**config.mk**
```make
export PLATFORM = sky130hd
export DESIGN_NAME = lip_fifo
export DESIGN_NICKNAME = d
export VERILOG_FILES = /design/src/rtl/core/line_intersection_point_unit_macros.svh /design/src/rtl/core/lip_pkg.sv /design/src/rtl/core/lip_fifo.sv
export SDC_FILE = /design/constraint.sdc
export NUM_CORES = 2
export LEC_CHECK = 0
export BUFFER_PORTS_ARGS = -buffer_cell sky130_fd_sc_hd__buf_4
export CAP_MARGIN = 0
export CELL_PAD_IN_SITES_DETAIL_PLACEMENT = 0
export CELL_PAD_IN_SITES_GLOBAL_PLACEMENT = 2
export CORE_MARGIN = 3
export CORE_UTILIZATION = 49
export DETAILED_ROUTE_END_ITERATION = 12
export PLACE_DENSITY = 0.82
export SLEW_MARGIN = 20
export SYNTH_ARGS = -nofsm -noshare
export SYNTH_HDL_FRONTEND = slang
export SYNTH_SLANG_ARGS = --single-unit
```
**constraint.sdc**
```tcl
create_clock -name i_clk -period 19.65 [get_ports i_clk]
set_clock_uncertainty 0.2 [all_clocks]
set_input_delay 0 -clock i_clk [delete_from_list [all_inputs] [get_ports i_clk]]
set_output_delay 0 -clock i_clk [all_outputs]
set_load 0.02 [all_outputs]
```
**src/rtl/core/line_intersection_point_unit_macros.svh**
```systemverilog
// Assertion macros for the line intersection point unit
`ifndef LINE_INTERSECTION_POINT_UNIT_MACROS_SVH
`define LINE_INTERSECTION_POINT_UNIT_MACROS_SVH
`ifndef SYNTH
`define LIP_ASSERT_IMP(lbl, ante, cons) \
    lbl: assert property (@(posedge i_clk) disable iff (!i_rst_n) (ante) |-> (cons)) \
        else $error("lip assertion failed");
`define LIP_ASSERT_NXT(lbl, ante, cons) \
    lbl: assert property (@(posedge i_clk) disable iff (!i_rst_n) (ante) |=> (cons)) \
        else $error("lip assertion failed");
`else
`define LIP_ASSERT_IMP(lbl, ante, cons)
`define LIP_ASSERT_NXT(lbl, ante, cons)
`endif
`endif

```
**src/rtl/core/lip_pkg.sv**
```systemverilog
// Types and constants shared by the line intersection point unit
package lip_pkg;
    localparam int COORD_BITS   = 16;
    localparam int FIELD_W      = 16;
    localparam int OUT_W        = 32;
    localparam int CW           = COORD_BITS;
    localparam int DXW          = CW + 1;
    localparam int PRW          = 2 * CW + 2;
    localparam int PW           = 2 * CW + 1;
    localparam int DW           = 2 * CW + 3;
    localparam int MW           = PW + DXW;
    localparam int NW           = 3 * CW + 3;
    localparam int FIFO_DEPTH   = 8;
    localparam int FRONT_STAGES = 6;
    localparam int PTR_W        = $clog2(FIFO_DEPTH);
    localparam int CNT_W        = $clog2(FIFO_DEPTH + 1);

    typedef struct packed {
        logic signed [FIELD_W-1:0] line_a_start_x;
        logic signed [FIELD_W-1:0] line_a_start_y;
        logic signed [FIELD_W-1:0] line_a_end_x;
        logic signed [FIELD_W-1:0] line_a_end_y;
        logic signed [FIELD_W-1:0] line_b_start_x;
        logic signed [FIELD_W-1:0] line_b_start_y;
        logic signed [FIELD_W-1:0] line_b_end_x;
        logic signed [FIELD_W-1:0] line_b_end_y;
    } t_in_word;

    typedef struct packed {
        logic signed [OUT_W-1:0] cross_x;
        logic signed [OUT_W-1:0] cross_y;
        logic                    lines_parallel;
        logic                    result_saturated;
    } t_out_word;

    typedef struct packed {
        logic             par;
        logic             neg_x;
        logic             neg_y;
        logic [DW-1:0]    dv;
        logic [NW-1:0]    mag_x;
        logic [NW-1:0]    mag_y;
        logic [OUT_W-1:0] px;
        logic [OUT_W-1:0] py;
    } t_job;

    typedef struct packed {
        logic             empty;
        logic [CNT_W-1:0] count;
    } t_fifo_stat;
endpackage

```
**src/rtl/core/lip_fifo.sv**
```systemverilog
// Job queue between the determinant front end and the divider back end
module lip_fifo (
    input  logic              i_clk,
    input  logic              i_rst_n,
    input  logic              i_push,
    input  lip_pkg::t_job     i_job,
    input  logic              i_pop,
    output logic              o_vld,
    output lip_pkg::t_job     o_job,
    output lip_pkg::t_fifo_stat o_stat
);
    import lip_pkg::*;

    t_job             r_mem [FIFO_DEPTH];
    logic [PTR_W-1:0] r_wr;
    logic [PTR_W-1:0] r_rd;
    logic [CNT_W-1:0] r_cnt;
    t_job             r_head;
    logic             r_head_vld;
    logic             pop_ok;

    assign pop_ok       = i_pop && (r_cnt != '0);
    assign o_job        = r_head;
    assign o_vld        = r_head_vld;
    assign o_stat.empty = (r_cnt == '0);
    assign o_stat.count = r_cnt;

    always_ff @(posedge i_clk) begin
        if (i_push) begin
            r_mem[r_wr] <= i_job;
        end
        if (pop_ok) begin
            r_head <= r_mem[r_rd];
        end
    end

    always_ff @(posedge i_clk) begin
        if (!i_rst_n) begin
            r_wr       <= '0;
            r_rd       <= '0;
            r_cnt      <= '0;
            r_head_vld <= 1'b0;
        end else begin
            if (i_push) begin
                r_wr <= r_wr + PTR_W'(1);
            end
            if (pop_ok) begin
                r_rd <= r_rd + PTR_W'(1);
            end
            r_cnt      <= r_cnt + CNT_W'(i_push) - CNT_W'(pop_ok);
            r_head_vld <= pop_ok;
        end
    end
endmodule

```
=== Word-level counts from Yosys, hierarchy flattened ===
Memories as Yosys holds them, arrays and structs flattened. A register that Yosys moved wholly into a read port is not among the register bits.
Cells that the tools add are included.

* Add/sub/neg operators: 4
* Mux-type cells: 2
* Reductions and logical operators: 3

{| class="wikitable"
|+ Operator list
! operator !! number
|-
| $add 3x1->3 const B || 2
|-
| $add 4x1->4 || 1
|-
| $logic_not 4->1 || 1
|-
| $reduce_bool 4->1 || 1
|-
| $sub 4x1->4 || 1
|-
| $mux 1 || 2
|-
| $logic_and 1x1->1 || 1
|}

* Bits in registers: 11
* Memory bits (writable): 1632
* Memories: 1

{| class="wikitable"
|+ Memories
! name !! depth !! bits a word !! rd ports !! clocked after memory_dff !! wr ports !! line !! text
|-
| r_mem || 8 || 204 || 1 || 1 || 1 || lip_fifo.sv:14 || <nowiki>t_job r_mem [FIFO_DEPTH];</nowiki>
|}

=== Logic depth before layout (Yosys ltp) ===
* Depth after elaboration: 3
* Gate-level depth with buffers: 11
* Depth with buffers taken out: 11

=== Worst setup path before layout ===
OpenSTA, ideal clock, no wires.

* Kind: reg2reg
* From: reg r_wr[2]
* To: mem r_mem[0][0] (netlist name), enable pin
* Setup time: 1018 ps
* Data arrival time: 14228 ps
* Required time: 18432 ps
* Setup slack: 4204 ps
* Cell stages (with the launch flop): 3
* Path through: dfxtp_1 -> nand2b_1 -> nor3_1

{| class="wikitable"
|+ RTL lines
! item !! line !! text
|-
| start: declaration || lip_fifo.sv:15 || <nowiki>logic [PTR_W-1:0] r_wr;</nowiki>
|-
| start signal: assignment || lip_fifo.sv:45 || <nowiki>r_wr <= r_wr + PTR_W'(1);</nowiki>
|-
| end: declaration || lip_fifo.sv:14 ||
|}

Straight into the memory's write port.

=== Final worst setup path ===
* From: reg r_wr[0]
* To: mem r_mem[1][117] (netlist name), enable pin

Straight into the memory's write port.

==> flow_summary_export.csv <==
group,metric,value,unit
layout,fillers,9275,
floorplan,core,138000,sq um
logic_synthesis,synth_top_family_by_area,"multiplexers",
clock_network,cts_tree,"built",
floorplan,rows,136,
floorplan,die_x,379,um
timing,hold_ws,0.295,ns
placed_design,io_buffers,417,
timing,setup_ws,14.87,ns
layout,stdcell_count,5541,
clock_network,cts.path.max_buffers,3,
job,timing.max_cap.violations,0,
min_path,hold_path_class,"in -> reg",
power,power.leakage,26.9,nW
layout,fin_util,60.6,%
detailed_routing,drc,0,
power,p_clk_share,34.6,%
timing,tns,0,ns
logic_synthesis,synthArstFlopShare,0,%
setup_path,cp_data_required_time,19.85,ns
clock_network,clockRootBuffer,"clkbuf_16",
floorplan,start_util,49.4,%
grt,use_met3,4.16,%
setup_path,end_kind,"register",
timing,hold_viol_final,0,
logic_synthesis,yosys.area_share.simple,0.232,%
timing,relSlewSlack,27.9,%
detailed_routing,wl_per_cell,26.4,um
logic_synthesis,yosysTopAreaCell,"edfxtp_1",
clock_network,clk_pin_slew,0.06,ns
grt,top_usage_layer,"met2",
timing,fmax,209,MHz
setup_path,path_common_cell,"buf_4",
logic_synthesis,synth.net_count,2847,
grt,grt_start_max_net_pins,119,
detailed_routing,drtPass1Iterations,5,
placed_design,hpwlAfterDp,77500,um
setup_path,cpMaxStageDelayCell,"buf_4",
detailed_routing,drtAntennaViolNets,0,
clock_network,cts_buffers,182,
placed_design,place_congestion,0.709,
layout,fin_area,83400,sq um
logic_synthesis,synthDistinctLibCells,26,
grt,grt_usage,20.6,%
power,power.total,9.96,mW
logic_synthesis,synth.area.mux_share,16.9,%
detailed_routing,routed_wl,146000,um
layout,ff_latch_area,55400,sq um
power,sw_frac_of_total,24.6,%
timing,post-route-min-period,4.78,ns
logic_synthesis,avgSynthCellArea,25.8,sq um
grt,first_global_vias,33700,
clock_network,postCtsSetupBuffers,0,
timing,final-setup-viol-count,0,
detailed_routing,vias,31049,
clock_network,clkSinkCount,1847,
power,p_int,7.51,mW
logic_synthesis,synthFlopType,"edfxtp_1",
timing,drv_slew,0,
outcome,status,"finished, final reports clean",
layout,drive_above_1_share,36.0,%
timing,rsz0062_at_grt,"no",
clock_network,clk_latency,0.83,ns
floorplan,die_area,143000,sq um
grt,met2_usage,35.6,%
setup_path,worstPathMaxFanout,54,
power,seqPwrFrac,48.0,%
logic_synthesis,synthXorXnorAreaFrac,0.0386,%
layout,multi_input_area,11900,sq um
setup_path,max_stage_delay,0.89,ns
placed_design,dpl.cell_count,4776,
grt,grt_pass1_wl,216000,um
layout,syn2layout_area_growth,22.6,%
logic_synthesis,syn_inst,2631,
logic_synthesis,synth_common_cells,"edfxtp_1, mux4_2, mux2_2",
logic_synthesis,netlist_area,68000,sq um
power,power_density,119,nW/um^2
grt,grtUsageMet1,26.3,%
floorplan,ioPinCount,418,
logic_synthesis,synth_edf_count,1836,
clock_network,htree_levels,4,
placed_design,dp_slack,14.49,ns
timing,worst_slew_pin_slew,1.08,ns
logic_synthesis,synthAdderAreaFrac,0.158,%
logic_synthesis,ys_seq_elements,1847,
power,p_comb_share,17.4,%
logic_synthesis,synth_most_common_cell,"edfxtp_1",
logic_synthesis,synth_seq_area_share,81.4,%
layout,nets,3799,
grt,antenna_found_initial,17,
placed_design,place_area,73100,sq um
detailed_routing,drtIter0Drc,2717,
setup_path,critical_path_arrival,4.98,ns
logic_synthesis,synth.area.top_cells,"edfxtp_1, mux4_2, mux2_2",
power,vdd_ir_drop_max,0.0000792,V
timing,fin_crit_sh,24.3,%
setup_path,cp_cell_sequence,"nand2b_1 -> nor2_4 -> buf_4 -> buf_4 -> buf_4",
logic_synthesis,synth_compound_area_share,0.0368,%
detailed_routing,routed_via_density,5.60,
logic_synthesis,yosys_warnings,0,
grt,overflow,0,
setup_path,critPathKind,"reg -> reg",
floorplan,die_y,379,um
setup_path,cp-start-kind,"register",
logic_synthesis,netlist.area_leader.share,81.1,%
power,p_switching,2.45,mW
==> cell type report <==
| cell class | count | area share, % |
|---|---|---|
| Antenna cell | 15 | 0.0450 |
| Clock buffer | 214 | 5.63 |
| Clock inverter | 119 | 1.62 |
| Inverter | 7 | 0.0315 |
| Multi-Input combinational cell | 662 | 14.3 |
| Sequential cell | 1847 | 66.4 |
| Tap cell | 1794 | 2.69 |
| Timing Repair Buffer | 883 | 9.32 |
==> critical path, delay by kind of cell, from the launching register on <==
kind          cells  cell delay, ns
simple gates      2            0.96
flops             1            0.47
buf+inv           3            2.52
==> per-layer routing <==
metal | routed length [um] | vias to the layer above
met3 | 8600 | 226
met1 | 57000 | 16620
met5 | 34 | -
li1 | - | 13253
met4 | 3880 | 6
met2 | 76900 | 944
==> final timing paths <==
path	startpoint	endpoint	slack (ns)	cells past startpoint
min reg2reg	r_wr[2]	r_wr[2]	0.43	2
max	r_wr[0]	r_mem[1][117]	14.87	5
max reg2reg	r_wr[0]	r_mem[1][117]	14.87	5
min	i_pop	r_cnt[1]	0.29	6
==> power groups by stage <==
stage | sequential, mW | combinational (mW) | clock [mW]
5_1_grt | 4.79 | 1.86 | 3.68
4_1_cts | 4.79 | 1.76 | 3.53
3_3_place_gp | 4.86 | 1.64 | 0
2_1_floorplan | 5.05 | 1.01 | 0
3_5_place_dp | 4.87 | 1.68 | 0
6_report | 4.78 | 1.73 | 3.45
==> registers in the layout, indices dropped and copies added (netlist names) <==
signal  flops
r_rd        3
r_wr        3
o_vld       1
r_mem    1632
r_cnt       4
o_job     204
==> placed cells by master, fill, tap and decap left out, types with 10 or more instances in the layout <==
master / instances
clkbuf_1: 31
bufinv_16: 20
dlygate4sd3_1: 416
clkinv_2: 26
clkinv_16: 10
mux2_2: 204
diode_2: 15
buf_4: 458
clkbuf_16: 183
edfxtp_1: 1836
mux4_2: 408
clkinv_1: 51
==> repair_timing <==
item | 4_1_cts | 5_1_grt
hold buffers | 416 | 0
resized for setup | 0 | 0
setup endpoints to repair | 0 | 0
endpoints found under the hold margin | 1849 | 0
==> cells by family after synthesis <==
| family | after synthesis |
|---|---|
| flip-flops | 1847 |
| multiplexers | 616 |
| buffers and inverters | 122 |
| AND/OR/NAND/NOR | 31 |
| adder cells (fa/ha/maj) | 8 |
| AO/OA/AOI/OAI | 4 |
| XOR/XNOR | 3 |
(Power assumes the default switching activity.)
